<file path="config.mk">
export PLATFORM = sky130hd
export DESIGN_NAME = dda_line_rasterizer_flat
export DESIGN_NICKNAME = d
export VERILOG_FILES = /design/src/hdl/dda_pkg.sv /design/src/hdl/dda_ifs.sv /design/src/hdl/dda_front.sv /design/src/hdl/dda_back.sv /design/src/hdl/dda_line_rasterizer.sv /design/src/flat_wrapper.sv
export SDC_FILE = /design/constraint.sdc
export NUM_CORES = 1
export LEC_CHECK = 0
export ABC_AREA = 1
export BUFFER_PORTS_ARGS = -buffer_cell sky130_fd_sc_hd__buf_2
export CORE_UTILIZATION = 67
export CTS_CLUSTER_SIZE = 40
export DETAILED_ROUTE_END_ITERATION = 8
export PLACE_DENSITY = 0.86
export REMOVE_ABC_BUFFERS = 1
export SYNTH_ARGS = -nofsm -noshare
export SYNTH_HDL_FRONTEND = slang
export SYNTH_SLANG_ARGS = --single-unit
export TNS_END_PERCENT = 1
</file>
<file path="constraint.sdc">
create_clock -name clk -period 8.4 [get_ports clk]
set_input_delay 0.42 -clock clk [delete_from_list [all_inputs] [get_ports clk]]
set_output_delay 0.42 -clock clk [all_outputs]
set_load 0.02 [all_outputs]
</file>
<file path="src/hdl/dda_pkg.sv">
package dda_pkg;

    localparam int COORD_BITS  = 11;
    localparam int FRAC_BITS   = 16;
    localparam int COLOR_BITS  = 24;
    localparam int STEP_BITS   = FRAC_BITS + 2;
    localparam int POS_BITS    = COORD_BITS + FRAC_BITS + 2;
    localparam int DIV_CNT_BITS = $clog2(FRAC_BITS + 1);

    localparam int QUEUE_DEPTH = 2;
    localparam int QPTR_BITS   = (QUEUE_DEPTH > 1) ? $clog2(QUEUE_DEPTH) : 1;
    localparam int QCNT_BITS   = $clog2(QUEUE_DEPTH + 1);

    localparam logic KIND_LOAD = 1'b0;
    localparam logic KIND_STEP = 1'b1;

    // classified command, as it sits in the queue
    typedef struct packed {
        logic                  kind;
        logic [COORD_BITS-1:0] x_start;
        logic [COORD_BITS-1:0] y_start;
        logic [COORD_BITS-1:0] abs_x;
        logic [COORD_BITS-1:0] abs_y;
        logic                  neg_x;
        logic                  neg_y;
        logic [COORD_BITS-1:0] len;
    } entry_t;

endpackage

</file>
<file path="src/hdl/dda_ifs.sv">
interface dda_cmd_if;
    import dda_pkg::*;

    logic                  valid;
    logic                  ready;
    logic                  kind;
    logic [COORD_BITS-1:0] x_start;
    logic [COORD_BITS-1:0] y_start;
    logic [COORD_BITS-1:0] x_end;
    logic [COORD_BITS-1:0] y_end;

    modport source (output valid, kind, x_start, y_start, x_end, y_end, input ready);
    modport sink   (input valid, kind, x_start, y_start, x_end, y_end, output ready);
endinterface

interface dda_pixel_if;
    import dda_pkg::*;

    logic                  valid;
    logic                  ready;
    logic [COORD_BITS-1:0] pixel_x;
    logic [COORD_BITS-1:0] pixel_y;
    logic [COLOR_BITS-1:0] pixel_color;
    logic                  last_pixel;

    modport source (output valid, pixel_x, pixel_y, pixel_color, last_pixel, input ready);
    modport sink   (input valid, pixel_x, pixel_y, pixel_color, last_pixel, output ready);
endinterface

</file>
<file path="src/hdl/dda_front.sv">
module dda_front (
    input  logic            clk,
    input  logic            rst_n,
    dda_cmd_if.sink         cmd,
    output dda_pkg::entry_t head,
    output logic            head_valid,
    input  logic            pop
);
    import dda_pkg::*;

    entry_t                slot_reg [QUEUE_DEPTH];
    logic [QPTR_BITS-1:0]  wr_ptr_reg, wr_ptr_next;
    logic [QPTR_BITS-1:0]  rd_ptr_reg, rd_ptr_next;
    logic [QCNT_BITS-1:0]  count_reg, count_next;

    logic [COORD_BITS:0]   dx, dy, mag_x, mag_y;
    logic [COORD_BITS-1:0] abs_x, abs_y;
    entry_t                incoming;
    logic                  push;
    logic                  do_pop;

    // endpoint differences and major length
    always_comb
    begin
        dx    = {1'b0, cmd.x_end} - {1'b0, cmd.x_start};
        dy    = {1'b0, cmd.y_end} - {1'b0, cmd.y_start};
        mag_x = dx[COORD_BITS] ? (~dx + 1'b1) : dx;
        mag_y = dy[COORD_BITS] ? (~dy + 1'b1) : dy;
        abs_x = mag_x[COORD_BITS-1:0];
        abs_y = mag_y[COORD_BITS-1:0];

        incoming.kind    = cmd.kind;
        incoming.x_start = cmd.x_start;
        incoming.y_start = cmd.y_start;
        incoming.abs_x   = abs_x;
        incoming.abs_y   = abs_y;
        incoming.neg_x   = dx[COORD_BITS];
        incoming.neg_y   = dy[COORD_BITS];
        incoming.len     = (abs_x > abs_y) ? abs_x : abs_y;
    end

    assign cmd.ready  = (count_reg != QCNT_BITS'(QUEUE_DEPTH));
    assign push       = cmd.valid && cmd.ready;
    assign head_valid = (count_reg != '0);
    assign do_pop     = pop && head_valid;
    assign head       = slot_reg[rd_ptr_reg];

    always_comb
    begin
        wr_ptr_next = wr_ptr_reg;
        rd_ptr_next = rd_ptr_reg;
        count_next  = count_reg;
        if (push)
        begin
            wr_ptr_next = (wr_ptr_reg == QPTR_BITS'(QUEUE_DEPTH - 1)) ? '0 : wr_ptr_reg + 1'b1;
        end
        if (do_pop)
        begin
            rd_ptr_next = (rd_ptr_reg == QPTR_BITS'(QUEUE_DEPTH - 1)) ? '0 : rd_ptr_reg + 1'b1;
        end
        if (push && !do_pop)
        begin
            count_next = count_reg + 1'b1;
        end
        else if (!push && do_pop)
        begin
            count_next = count_reg - 1'b1;
        end
    end

    always_ff @(posedge clk or negedge rst_n)
    begin
        if (!rst_n)
        begin
            wr_ptr_reg <= '0;
            rd_ptr_reg <= '0;
            count_reg  <= '0;
        end
        else
        begin
            wr_ptr_reg <= wr_ptr_next;
            rd_ptr_reg <= rd_ptr_next;
            count_reg  <= count_next;
        end
    end

    always_ff @(posedge clk)
    begin
        if (push)
        begin
            slot_reg[wr_ptr_reg] <= incoming;
        end
    end

endmodule

</file>
<file path="src/hdl/dda_back.sv">
module dda_back (
    input  logic                           clk,
    input  logic                           rst_n,
    input  dda_pkg::entry_t                head,
    input  logic                           head_valid,
    output logic                           pop,
    input  logic [dda_pkg::COLOR_BITS-1:0] color,
    dda_pixel_if.source                    pixel
);
    import dda_pkg::*;

    typedef enum logic [1:0] {
        ST_READY = 2'b01,
        ST_DIV   = 2'b10
    } state_t;

    localparam logic [POS_BITS-1:0]     HALF_POS = POS_BITS'(1) << (FRAC_BITS - 1);
    localparam logic [DIV_CNT_BITS-1:0] CNT_LAST = DIV_CNT_BITS'(FRAC_BITS);

    state_t                  state_reg, state_next;
    logic                    busy_reg, busy_next;
    logic [COORD_BITS-1:0]   left_reg, left_next;
    logic [POS_BITS-1:0]     pos_x_reg, pos_x_next, pos_y_reg, pos_y_next;
    logic [STEP_BITS-1:0]    step_x_reg, step_x_next, step_y_reg, step_y_next;
    logic [DIV_CNT_BITS-1:0] cnt_reg, cnt_next;
    logic [COORD_BITS:0]     rem_x_reg, rem_x_next, rem_y_reg, rem_y_next;
    logic [FRAC_BITS:0]      quo_x_reg, quo_x_next, quo_y_reg, quo_y_next;
    logic [COORD_BITS-1:0]   len_reg, len_next;
    logic                    neg_x_reg, neg_x_next, neg_y_reg, neg_y_next;
    logic [COORD_BITS-1:0]   xs_reg, xs_next, ys_reg, ys_next;

    logic                    out_valid_reg, out_valid_next;
    logic [COORD_BITS-1:0]   out_x_reg, out_x_next, out_y_reg, out_y_next;
    logic [COLOR_BITS-1:0]   out_color_reg, out_color_next;
    logic                    out_last_reg, out_last_next;

    logic                    slot_free, is_step, emit, load;
    logic                    ge_x, ge_y;
    logic [COORD_BITS:0]     diff_x, diff_y;
    logic [FRAC_BITS:0]      qx_new, qy_new;
    logic [STEP_BITS-1:0]    mag_x, mag_y;
    logic [POS_BITS-1:0]     half_x, half_y;

    function automatic logic [COORD_BITS-1:0] to_pixel(input logic [POS_BITS-1:0] pos);
        logic [COORD_BITS:0] whole;
        whole = pos[POS_BITS-2:FRAC_BITS];
        if (pos[POS_BITS-1])
        begin
            return '0;
        end
        else if (whole[COORD_BITS])
        begin
            return '1;
        end
        else
        begin
            return whole[COORD_BITS-1:0];
        end
    endfunction

    function automatic logic [POS_BITS-1:0] sext_step(input logic [STEP_BITS-1:0] s);
        return {{(POS_BITS - STEP_BITS){s[STEP_BITS-1]}}, s};
    endfunction

    assign slot_free = !out_valid_reg || pixel.ready;
    assign is_step   = (head.kind == KIND_STEP);
    assign pop       = (state_reg == ST_READY) && head_valid
                       && (!is_step || !busy_reg || slot_free);
    assign emit      = pop && is_step && busy_reg;
    assign load      = pop && !is_step;

    // one quotient bit per cycle for both axes; the remainder after each subtract stays below len
    always_comb
    begin
        ge_x   = (rem_x_reg >= {1'b0, len_reg});
        ge_y   = (rem_y_reg >= {1'b0, len_reg});
        diff_x = ge_x ? (rem_x_reg - {1'b0, len_reg}) : rem_x_reg;
        diff_y = ge_y ? (rem_y_reg - {1'b0, len_reg}) : rem_y_reg;
        qx_new = {quo_x_reg[FRAC_BITS-1:0], ge_x};
        qy_new = {quo_y_reg[FRAC_BITS-1:0], ge_y};
        mag_x  = {1'b0, qx_new};
        mag_y  = {1'b0, qy_new};
        half_x = (qx_new == '0) ? '0 : (neg_x_reg ? (~HALF_POS + 1'b1) : HALF_POS);
        half_y = (qy_new == '0) ? '0 : (neg_y_reg ? (~HALF_POS + 1'b1) : HALF_POS);
    end

    always_comb
    begin
        state_next     = state_reg;
        busy_next      = busy_reg;
        left_next      = left_reg;
        pos_x_next     = pos_x_reg;
        pos_y_next     = pos_y_reg;
        step_x_next    = step_x_reg;
        step_y_next    = step_y_reg;
        cnt_next       = cnt_reg;
        rem_x_next     = rem_x_reg;
        rem_y_next     = rem_y_reg;
        quo_x_next     = quo_x_reg;
        quo_y_next     = quo_y_reg;
        len_next       = len_reg;
        neg_x_next     = neg_x_reg;
        neg_y_next     = neg_y_reg;
        xs_next        = xs_reg;
        ys_next        = ys_reg;
        out_valid_next = pixel.ready ? 1'b0 : out_valid_reg;
        out_x_next     = out_x_reg;
        out_y_next     = out_y_reg;
        out_color_next = out_color_reg;
        out_last_next  = out_last_reg;

        case (state_reg)
            ST_READY:
            begin
                if (load)
                begin
                    if (head.len == '0)
                    begin
                        // zero length: one pixel, no half-pixel offset
                        step_x_next = '0;
                        step_y_next = '0;
                        pos_x_next  = {2'b00, head.x_start, {FRAC_BITS{1'b0}}};
                        pos_y_next  = {2'b00, head.y_start, {FRAC_BITS{1'b0}}};
                        left_next   = '0;
                        busy_next   = 1'b1;
                    end
                    else
                    begin
                        xs_next    = head.x_start;
                        ys_next    = head.y_start;
                        neg_x_next = head.neg_x;
                        neg_y_next = head.neg_y;
                        len_next   = head.len;
                        rem_x_next = {1'b0, head.abs_x};
                        rem_y_next = {1'b0, head.abs_y};
                        quo_x_next = '0;
                        quo_y_next = '0;
                        cnt_next   = '0;
                        state_next = ST_DIV;
                    end
                end
                else if (emit)
                begin
                    out_valid_next = 1'b1;
                    out_x_next     = to_pixel(pos_x_reg);
                    out_y_next     = to_pixel(pos_y_reg);
                    out_color_next = color;
                    out_last_next  = (left_reg == '0);
                    if (left_reg == '0)
                    begin
                        busy_next = 1'b0;
                    end
                    else
                    begin
                        left_next  = left_reg - 1'b1;
                        pos_x_next = pos_x_reg + sext_step(step_x_reg);
                        pos_y_next = pos_y_reg + sext_step(step_y_reg);
                    end
                end
            end
            ST_DIV:
            begin
                rem_x_next = {diff_x[COORD_BITS-1:0], 1'b0};
                rem_y_next = {diff_y[COORD_BITS-1:0], 1'b0};
                quo_x_next = qx_new;
                quo_y_next = qy_new;
                cnt_next   = cnt_reg + 1'b1;
                if (cnt_reg == CNT_LAST)
                begin
                    step_x_next = neg_x_reg ? (~mag_x + 1'b1) : mag_x;
                    step_y_next = neg_y_reg ? (~mag_y + 1'b1) : mag_y;
                    pos_x_next  = {2'b00, xs_reg, {FRAC_BITS{1'b0}}} + half_x;
                    pos_y_next  = {2'b00, ys_reg, {FRAC_BITS{1'b0}}} + half_y;
                    left_next   = len_reg;
                    busy_next   = 1'b1;
                    state_next  = ST_READY;
                end
            end
            default:
            begin
                state_next = ST_READY;
            end
        endcase
    end

    always_ff @(posedge clk or negedge rst_n)
    begin
        if (!rst_n)
        begin
            state_reg     <= ST_READY;
            busy_reg      <= 1'b0;
            left_reg      <= '0;
            pos_x_reg     <= '0;
            pos_y_reg     <= '0;
            step_x_reg    <= '0;
            step_y_reg    <= '0;
            cnt_reg       <= '0;
            out_valid_reg <= 1'b0;
        end
        else
        begin
            state_reg     <= state_next;
            busy_reg      <= busy_next;
            left_reg      <= left_next;
            pos_x_reg     <= pos_x_next;
            pos_y_reg     <= pos_y_next;
            step_x_reg    <= step_x_next;
            step_y_reg    <= step_y_next;
            cnt_reg       <= cnt_next;
            out_valid_reg <= out_valid_next;
        end
    end

    always_ff @(posedge clk)
    begin
        rem_x_reg     <= rem_x_next;
        rem_y_reg     <= rem_y_next;
        quo_x_reg     <= quo_x_next;
        quo_y_reg     <= quo_y_next;
        len_reg       <= len_next;
        neg_x_reg     <= neg_x_next;
        neg_y_reg     <= neg_y_next;
        xs_reg        <= xs_next;
        ys_reg        <= ys_next;
        out_x_reg     <= out_x_next;
        out_y_reg     <= out_y_next;
        out_color_reg <= out_color_next;
        out_last_reg  <= out_last_next;
    end

    assign pixel.valid       = out_valid_reg;
    assign pixel.pixel_x     = out_x_reg;
    assign pixel.pixel_y     = out_y_reg;
    assign pixel.pixel_color = out_color_reg;
    assign pixel.last_pixel  = out_last_reg;

endmodule

</file>
<file path="src/hdl/dda_line_rasterizer.sv">
// channel   dir  beat contents
// cmd       in   kind, x_start, y_start, x_end, y_end (kind 0 load, 1 step)
// pixel     out  pixel_x, pixel_y, pixel_color, last_pixel
// color     in   color_we / color_wdata, line color register, no read-back
//
// in a segment, a step beat gives one pixel per cycle while output drains
// a load with nonzero length is popped, then holds the back end in
// the restoring divider, which works both axes under one counter
// a two-entry queue lets cmd beats be taken while the divider runs
// or a pixel waits on pixel.ready
// rst_n clears the queue, the segment state and the color register
module dda_line_rasterizer (
    input  logic                           clk,
    input  logic                           rst_n,
    dda_cmd_if.sink                        cmd,
    dda_pixel_if.source                    pixel,
    input  logic                           color_we,
    input  logic [dda_pkg::COLOR_BITS-1:0] color_wdata
);
    import dda_pkg::*;

    logic [COLOR_BITS-1:0] color_reg;
    entry_t                head;
    logic                  head_valid;
    logic                  pop;

    always_ff @(posedge clk or negedge rst_n)
    begin
        if (!rst_n)
        begin
            color_reg <= '0;
        end
        else if (color_we)
        begin
            color_reg <= color_wdata;
        end
    end

    dda_front u_front (
        .clk        (clk),
        .rst_n      (rst_n),
        .cmd        (cmd),
        .head       (head),
        .head_valid (head_valid),
        .pop        (pop)
    );

    dda_back u_back (
        .clk        (clk),
        .rst_n      (rst_n),
        .head       (head),
        .head_valid (head_valid),
        .pop        (pop),
        .color      (color_reg),
        .pixel      (pixel)
    );

endmodule

</file>
<file path="src/flat_wrapper.sv">
// flat-port wrapper written by rule: the top's interface ports become plain ports
module dda_line_rasterizer_flat import dda_pkg::*;
  (clk, rst_n, color_we, color_wdata, cmd_valid, cmd_kind, cmd_x_start, cmd_y_start, cmd_x_end, cmd_y_end, cmd_ready, pixel_valid, pixel_pixel_x, pixel_pixel_y, pixel_pixel_color, pixel_last_pixel, pixel_ready);
  dda_cmd_if cmd_i ();
  dda_pixel_if pixel_i ();
  input  logic clk;
  input  logic rst_n;
  input  logic color_we;
  input  logic [dda_pkg::COLOR_BITS-1:0] color_wdata;
  input wire logic [$bits(cmd_i.valid)-1:0] cmd_valid;
  input wire logic [$bits(cmd_i.kind)-1:0] cmd_kind;
  input wire logic [$bits(cmd_i.x_start)-1:0] cmd_x_start;
  input wire logic [$bits(cmd_i.y_start)-1:0] cmd_y_start;
  input wire logic [$bits(cmd_i.x_end)-1:0] cmd_x_end;
  input wire logic [$bits(cmd_i.y_end)-1:0] cmd_y_end;
  output wire logic [$bits(cmd_i.ready)-1:0] cmd_ready;
  output wire logic [$bits(pixel_i.valid)-1:0] pixel_valid;
  output wire logic [$bits(pixel_i.pixel_x)-1:0] pixel_pixel_x;
  output wire logic [$bits(pixel_i.pixel_y)-1:0] pixel_pixel_y;
  output wire logic [$bits(pixel_i.pixel_color)-1:0] pixel_pixel_color;
  output wire logic [$bits(pixel_i.last_pixel)-1:0] pixel_last_pixel;
  input wire logic [$bits(pixel_i.ready)-1:0] pixel_ready;
  assign cmd_i.valid = cmd_valid;
  assign cmd_i.kind = cmd_kind;
  assign cmd_i.x_start = cmd_x_start;
  assign cmd_i.y_start = cmd_y_start;
  assign cmd_i.x_end = cmd_x_end;
  assign cmd_i.y_end = cmd_y_end;
  assign cmd_ready = cmd_i.ready;
  assign pixel_valid = pixel_i.valid;
  assign pixel_pixel_x = pixel_i.pixel_x;
  assign pixel_pixel_y = pixel_i.pixel_y;
  assign pixel_pixel_color = pixel_i.pixel_color;
  assign pixel_last_pixel = pixel_i.last_pixel;
  assign pixel_i.ready = pixel_ready;
  dda_line_rasterizer u_core (.clk(clk), .rst_n(rst_n), .cmd(cmd_i), .pixel(pixel_i), .color_we(color_we), .color_wdata(color_wdata));
endmodule
</file>
# Word level (Yosys, flattened, before mapping)
# Memories as Yosys holds them, arrays and structs flattened.
# Index checks and enable logic that the tools add are counted.
# totals
n_memories,1
ram_bits,116
word_cells,167
input_bits,74
ff_bits,280
output_inout_bits,49
# op_classes
addsub,18
reduce_logical,31
bitwise_logic,6
n_eq_ne,12
mux,70
order_cmp,3
# memory_table
memory,depth,word_bits,read_ports,rd_clocked_by_memory_dff,write_ports,line,text
u_core.u_front.slot_reg,2,58,1,0,1,dda_front.sv:11,entry_t slot_reg [QUEUE_DEPTH];
# ops
op,n
two-way mux 29 bit,14
two-way mux 11 bit,12
case mux 29 bit (2 select lines),2
two-way mux 18 bit,6
case mux 18 bit (2 select lines),2
case mux 16 bit (2 select lines),2
adder 27 x 29 -> 29 bit,2
adder 29 bit,2
two-way mux 12 bit,4
case mux 12 bit (2 select lines),2
adder 18 x 1 -> 18 bit (second input constant),2
inverter 17 -> 18 bit,2
logical NOT 17 bit,2
two-way mux 16 bit,2
greater-or-equal comparator 12 x 11 -> 1 bit,2
subtractor 11 x 11 -> 12 bit,2
adder 11 x 1 -> 11 bit (second input constant),2
logical NOT 11 bit,2
inverter 11 bit,2
case mux 11 bit (2 select lines),1
subtractor 11 bit,2
two-way mux 1 bit,13
AND reduction 3 bit,4
> comparator 11 bit,1
other kinds (24),53

# Logic depth before layout (Yosys ltp)
# Gate-level depths: netlist of run 1.
# An unclocked memory read counts as a cell.
# logic_depth
word_depth,10
mapped_depth,32
mapped_depth_nobuf,31

# Hierarchy
# From an unflattened synthesis of run 1, not the netlist that was laid out.
# unflattened
hier_cells,3236
hier_area_um2,24938.9
# modules_own_cells
module,cells_each,seq_area_each_um2,area_each_um2,instances
dda_back,2385,6998.0,17194.0,1
dda_front,749,3583.4,6770.2,1
dda_line_rasterizer,102,600.6,974.7,1

# Worst setup path after synthesis of run 1
# Ideal clock, no wire load.
# synth_path
path_type,flip-flop to flip-flop
start,register u_core.u_back.rem_y_reg[3]
end,register u_core.u_back.pos_y_reg[24]
t_required_ps,8278
path_buffers,2
setup_ps,122
period_less_slack_ps,4323
arrival_ps,4201
setup_slack_ps,4077
path_stages_with_launch,28
cell_sequence,edfxtp_1 -> ha_1 -> a21oi_1 -> o21ai_0 -> o21ai_0 -> nand2_1 -> inv_1 -> clkbuf_1 -> ha_1 -> nand4_1 -> nor4_1 -> nand2_1 -> nor4_1 -> ha_1 -> inv_1 -> nand2_1 -> buf_2 -> xor2_1 -> ha_1 -> inv_1 -> o21ai_0 -> nand3_1 -> nand2_1 -> nand2_1 -> a21boi_0 -> nor2_1 -> nor2_1 -> a21oi_1
# synth_via
elab_chain_cells,6
# synth_rtl
element,line,text
from (decl),dda_back.sv:26,"logic [COORD_BITS:0] rem_x_reg, rem_x_next, rem_y_reg, rem_y_next;"
from (signal assigned),dda_back.sv:217,rem_y_reg <= rem_y_next;
greater-or-equal comparator 12 x 11 -> 1 bit,dda_back.sv:76,"ge_y = (rem_y_reg >= {1'b0, len_reg});"
logical NOT 17 bit,dda_back.sv:84,half_y = (qy_new == '0) ? '0 : (neg_y_reg ? (~HALF_POS + 1'b1) : HALF_POS);
two-way mux 29 bit,dda_back.sv:84,
adder 27 x 29 -> 29 bit,dda_back.sv:173,"pos_y_next = {2'b00, ys_reg, {FRAC_BITS{1'b0}}} + half_y;"
two-way mux 29 bit,dda_back.sv:168,if (cnt_reg == CNT_LAST)
case mux 29 bit (2 select lines),dda_back.sv:112,case (state_reg)
to (signal assigned),dda_back.sv:206,pos_y_reg <= pos_y_next;
to (decl),dda_back.sv:23,"logic [POS_BITS-1:0] pos_x_reg, pos_x_next, pos_y_reg, pos_y_next;"
# Every way passes these cells. The select of a mux whose other input is x is not followed.
# A chain may end at the register's enable or synchronous reset.

# Worst setup path in the final report of run 1
# layout_path
start,register u_core.u_back.len_reg[3]
end,register u_core.u_back.pos_y_reg[24]
# layout_via
elab_chain_cells,6
# layout_rtl
element,line,text
from (decl),dda_back.sv:28,"logic [COORD_BITS-1:0] len_reg, len_next;"
from (signal assigned),dda_back.sv:220,len_reg <= len_next;
greater-or-equal comparator 12 x 11 -> 1 bit,dda_back.sv:76,
logical NOT 17 bit,dda_back.sv:84,
two-way mux 29 bit,dda_back.sv:84,
adder 27 x 29 -> 29 bit,dda_back.sv:173,
two-way mux 29 bit,dda_back.sv:168,
case mux 29 bit (2 select lines),dda_back.sv:112,
# Every way passes these cells. The select of a mux whose other input is x is not followed.

==> flow_summary.toml, run 1 <==
[job]
max_cap_viol_count = 0

[layout]
final_nets = 3244
drive_gt1_frac = 0.0916
syn_to_final_growth_pct = 9.78
finalInstanceArea_mm2 = 0.0265
stdcell_count = 3533
largest_reg_flops = 116

[drt]
antenna_left = 0
dr.pass1.iters = 8
drc = 0
vias = 20800
wl_per_cell_um = 18.2
vias_per_cell = 5.88
drt_iter0_drc = 1894
routed_wl_mm = 64.3

[die]
ios = 123
die_area_mm2 = 0.0367
fp-row-count = 69
core_mm2 = 0.0355
die_h_um = 192
start_util = 0.679
fp.dieW_um = 192

[timing]
postLayoutSetupSlackWorst_ns = 2.26
min_period_ns = 6.14
setup_viol = 0
worstMarginPinSlew_ns = 1.16
report.final.slew_viol_count = 0
clock_skew_ns = 0.0204
fmax_mhz = 163
fin_tns_setup_ns = 0
relSlewSlack = 0.230
finalCritPeriodShare = 0.731
finalHoldViolations = 0
rsz0062_at_grt = "no"

[clock_tree]
clk_pin_slew_ns = 0.06
ctsResizeCount = 0
cts_tree = "done"
cts.sinks = 396
htreeDepth = 2
insertion_delay_ns = 0.57
clockBufferDepth = 3
clk_root_buffer_cell = "clkbuf_16"
numCtsBuffers = 42

[power_and_ir_drop]
clkPwrFrac = 0.183
p_per_area_mw_per_mm2 = 382
leakage_nw = 12.5
pwr-share-seq = 0.330
p_total_w = 0.0101
swShare = 0.458
pwr-share-comb = 0.487
irDropWorstVdd_mv = 0.307
p_sw_w = 0.00462
p_int_w = 0.00548

[global_route]
antenna_found_initial = 5
grt_pass1_vias = 19500
grt_overflow = 0
grt_start_max_net_pins = 92
grt_usage = 0.354
grt_pass1_wl_mm = 101

[placement]
place.gp.congestion = 0.956
placed_cell_area_mm2 = 0.0251
pre_cts_ws_ns = 2.65
place.port_buffers = 122
dp_hpwl_mm = 46.8
dp_cells = 3453

[min_path]
hp-class = "input port to register"

[logic_synthesis]
ys.flop_type = "edfxtp_1"
syn_area_mm2 = 0.0241
avgSynthCellArea_um2 = 8.21
synth-seq-cells = 396
yosysWarnings = 0
ys_types = 52
synth_edf_count = 254
ys_seq_area_frac = 0.464
async_flop_share = 0.359
syn_inst = 2934

[status]
status = "completed"

[critical_path]
crit_type = "register to register"
required_ns = 8.85
worstPathMaxFanout = 21
end_kind = "register"
arrival_ns = 6.59
crit_path_start_kind = "register"
worst paths after layout:
check                                    startpoint                             endpoint  slack (ns)  cells after the start
setup reg to reg           u_core.u_back.len_reg[3]          u_core.u_back.pos_y_reg[24]        2.26                     27
hold / removal                      cmd_y_start[10]       u_core.u_front.slot_reg[0][45]        0.06                      1
max in group asynchronous                     rst_n          u_core.u_back.pos_x_reg[17]        6.54                      3
min in group asynchronous                     rst_n           u_core.u_back.pos_y_reg[4]        0.41                      2
setup / recovery           u_core.u_back.len_reg[3]          u_core.u_back.pos_y_reg[24]        2.26                     27
hold reg to reg                u_core.color_reg[12]  u_core.u_back.pixel.pixel_color[12]        0.44                      0
cells in the final DEF, fill, tap and decap left out, types with 21 or more instances in the layout:
| cell type | count |
|---|---|
| xnor2_1 | 30 |
| nand3_1 | 174 |
| ha_1 | 126 |
| nand4_1 | 44 |
| nor2_1 | 291 |
| a21oi_1 | 147 |
| o21ai_2 | 21 |
| inv_1 | 357 |
| buf_2 | 121 |
| dfrtp_1 | 140 |
| o21ai_0 | 232 |
| nand2_1 | 748 |
| edfxtp_1 | 254 |
| or2_2 | 25 |
| nor3_1 | 30 |
| xor2_1 | 62 |
| mux2_2 | 25 |
| clkbuf_16 | 47 |
power groups by stage:
stage | registers, W | clock network (W) | logic [W]
finish | 0.00333 | 0.00184 | 0.00492
global route | 0.00340 | 0.00192 | 0.00548
CTS | 0.00332 | 0.00185 | 0.00484
detailed placement | 0.00335 | 0 | 0.00478
global placement | 0.00332 | 0 | 0.00465
floorplan | 0.00326 | 0 | 0.00342
cells in the mapped netlist, types with 8 or more instances:
library cell / number / share of area
nand2_1: 749 / 0.12
inv_1: 358 / 0.056
nor2_1: 293 / 0.046
edfxtp_1: 254 / 0.32
o21ai_0: 232 / 0.048
nand3_1: 174 / 0.036
a21oi_1: 147 / 0.031
dfrtp_1: 141 / 0.15
ha_1: 127 / 0.066
xor2_1: 62 / 0.023
clkbuf_1: 50 / 0.0078
nand4_1: 44 / 0.011
nor3_1: 30 / 0.0062
xnor2_1: 30 / 0.011
mux2_2: 25 / 0.012
or2_2: 25 / 0.0065
o21ai_2: 21 / 0.0076
nand3b_1: 17 / 0.0053
o211ai_1: 17 / 0.0053
buf_2: 15 / 0.0031
a41oi_1: 13 / 0.0047
o21ai_1: 11 / 0.0023
o21bai_1: 11 / 0.0034
a21o_1: 10 / 0.0031
nor4_1: 9 / 0.0023
a31oi_1: 8 / 0.0021
cell type report:
type / count / area [um2]
Tap cell: 461 / 577
Fill cell: 2578 / 9020
Inverter: 363 / 1360
Multi-Input combinational cell: 2101 / 11300
Clock buffer: 60 / 1240
Antenna cell: 3 / 7.51
Sequential cell: 396 / 11200
Timing Repair Buffer: 133 / 702
Clock inverter: 16 / 123
logic make-up after synthesis:
kind of cell,share of synthesized area
DFF,0.464
AOI/OAI and AO/OA,0.116
buffers and inverters,0.0698
and+or+nand+nor,0.235
muxes,0.0117
xor gates and xnor gates,0.0334
adders and majority gates,0.0709
per-layer routing:
| layer | up-vias | share of wire | GRT usage |
|---|---|---|---|
| met4 | 4 | 0.040 | 0.154 |
| li1 | 10000 | - | - |
| met1 | 9704 | 0.42 | 0.468 |
| met3 | 158 | 0.074 | 0.0437 |
| met5 | - | 0.00036 | 0 |
| met2 | 901 | 0.47 | 0.588 |
metrics by stage:
step	utilization	hold WS, ns
floorplan	-	0.124
global placement	0.707	0.423
detailed placement	0.707	0.430
CTS	0.745	0.0383
global route	0.746	0.0526
finish	0.746	0.0650
critical path, cell delays in order (launching register included):
cell and delay [ns]:
edfxtp_1 0.38, inv_1 0.12, ha_1 0.28, a21oi_1 0.19, o21ai_0 0.22, o21ai_0 0.20, nand2_1 0.40, inv_1 0.54
ha_1 0.31, nand4_1 0.17, nor4_1 0.51, nand2_1 0.19, nor4_1 0.23, ha_1 0.21, inv_1 0.06, nand2_1 0.54
xor2_1 0.22, ha_1 0.26, inv_1 0.04, o21ai_0 0.18, nand3_1 0.16, nand2_1 0.10, nand2_1 0.09, nand2_1 0.06
o21ai_0 0.14, nor2_1 0.06, nor2_1 0.09, a21oi_1 0.08
timing repair:
item | 4_1_cts | 5_1_grt
hold endpoints to repair | 64 | 0
setup buffers | 0 | 0
hold buffers | 1 | 0
Note: power is estimated with default switching activity, not from simulation.
==> inputs of run 2 (changes only) <==
CORE_UTILIZATION = 63   (was 67)
PLACE_DENSITY = 0.82   (was 0.86)
clock period = 6.14 ns   (was 8.4 ns; I/O delays follow)
==> flow_summary.toml, run 2 (synthesis gave the netlist of run 1 again) <==
[layout]
drive_gt1_frac = 0.0925
final_cell_mix = "748 x nand2_1, 357 x inv_1, 291 x nor2_1, 254 x edfxtp_1, 232 x o21ai_0"
n_antenna_cell = 0
final_nets = 3298
finalInstanceArea_mm2 = 0.0270
largest_reg_flops = 116
final_common_cell = "nand2_1"
syn_to_final_growth_pct = 12.2
fillers = 2944

[critical_path]
crit_type = "register to register"
cpMostUsedCell = "nand2_1"
end_kind = "register"
worstPathMaxFanout = 16
worstReg2RegStart = "u_core.u_back.len_reg[3]"
cp_slowest_cell = "edfxtp_1"
cpPeakStageDelay_ns = 0.41
required_ns = 6.64
rrSetupSlack_ns = 0.94
reg2reg_depth = 28
r2r_end = "u_core.u_back.pos_x_reg[24]"
arrival_ns = 5.70
crit_path_start_kind = "register"

[clock_tree]
clockBufferDepth = 3
clk_pin_slew_ns = 0.06
numCtsBuffers = 43
post_cts_buffers = 0
clk_root_buffer_cell = "clkbuf_16"
htreeDepth = 2
ctsResizeCount = 0
cts_hold_buffers = 41
cts_tree = "done"
cts.sinks = 396
insertion_delay_ns = 0.57

[placement]
dp_hpwl_mm = 47.1
place.gp.congestion = 0.989
place.port_buffers = 122
pre_cts_ws_ns = 1.17
placed_cell_area_mm2 = 0.0252

[timing]
fin_tns_setup_ns = 0
min_period_ns = 5.20
worstMarginPinSlew_ns = 1.15
clock_skew_ns = 0.0183
relSlewSlack = 0.235
setup_viol = 0
postLayoutSetupSlackWorst_ns = 0.940
finalHoldViolations = 0
rsz0062_at_grt = "no"
finalCritPeriodShare = 0.847
report.final.slew_viol_count = 0
fmax_mhz = 192

[drt]
drc = 0
antenna_left = 0
vias_per_cell = 5.76
drt_iter0_drc = 1737
vias = 20900
wl_per_cell_um = 18.2
routed_wl_mm = 66.0
dr.pass1.iters = 6

[die]
fp-row-count = 71
fp.dieW_um = 198
core_mm2 = 0.0377
die_area_mm2 = 0.0390
start_util = 0.640
ios = 123
die_h_um = 198

[min_path]
whs_path_depth = 2
worstHoldEndpoint = "u_core.color_reg[9]"
min_from = "color_wdata[9]"
hp-class = "input port to register"

[global_route]
grt_start_max_net_pins = 92
antenna_found_initial = 0
grt_pass1_wl_mm = 104
grt_pass1_vias = 20200
grt_usage = 0.341
grt_overflow = 0

[power_and_ir_drop]
p_per_area_mw_per_mm2 = 521
leakage_nw = 12.7
p_total_w = 0.0141
irDropWorstVdd_mv = 0.403

[status]
status = "completed"

[job]
max_cap_viol_count = 0
[run 2: metrics by stage]
step / utilization / instances / hold slack, ns
global route: 0.718 / 3635 / 0.00839
finish: 0.718 / 3635 / 0.00824
detailed placement: 0.669 / 3514 / 0.389
floorplan: - / 2860 / 0.0114
CTS: 0.718 / 3633 / 0.000608
global placement: 0.669 / 3514 / 0.374
[run 2: worst max-delay path by stage]
stage,slack [ns],depth (start not counted),startpoint,endpoint
4_1_cts,1.10,28,u_core.u_back.len_reg[3],u_core.u_back.pos_x_reg[24]
6_report,0.94,28,u_core.u_back.len_reg[3],u_core.u_back.pos_x_reg[24]
5_1_grt,0.42,26,u_core.u_back.len_reg[3],u_core.u_back.pos_x_reg[20]
3_5_place_dp,1.17,27,u_core.u_back.rem_x_reg[3],u_core.u_back.pos_x_reg[24]
2_1_floorplan,1.43,26,u_core.u_back.rem_y_reg[3],u_core.u_back.pos_y_reg[24]
3_3_place_gp,1.35,28,u_core.u_back.rem_x_reg[0],u_core.u_back.pos_x_reg[24]
[run 2: worst max-delay path: cells and delay by family, from the launching register on]
family          cells  cell delay, ns
compound gates      6            1.14
xor+xnor            1            0.26
fa+ha+maj           4            0.92
buf+inv             5            0.66
flops               1            0.41
simple gates       12            1.71
[run 2: power by group]
part	switching [W]	internal (W)	total, W
Combinational	0.00477	0.00214	0.00691
Sequential	0.000580	0.00397	0.00455
Clock	0.00107	0.00155	0.00262
Total	0.00642	0.00766	0.0141
[run 2: final cells by class]
class                           instances  area [um2]  share of cell area
Clock buffer                           56        1170              0.0432
Timing Repair Buffer                  186        1200              0.0445
Tap cell                              511         639              0.0236
Sequential cell                       396       11200               0.413
Clock inverter                         22         235             0.00870
Multi-Input combinational cell       2101       11300               0.416
Inverter                              363        1360              0.0504
[run 2: layer usage]
metal | GRT usage | part of all wire | up-vias
met4 | 0.141 | 0.039 | 0
met1 | 0.452 | 0.42 | 9795
met5 | 0 | 0 | -
met2 | 0.565 | 0.47 | 881
li1 | - | - | 10100
met3 | 0.0471 | 0.070 | 160
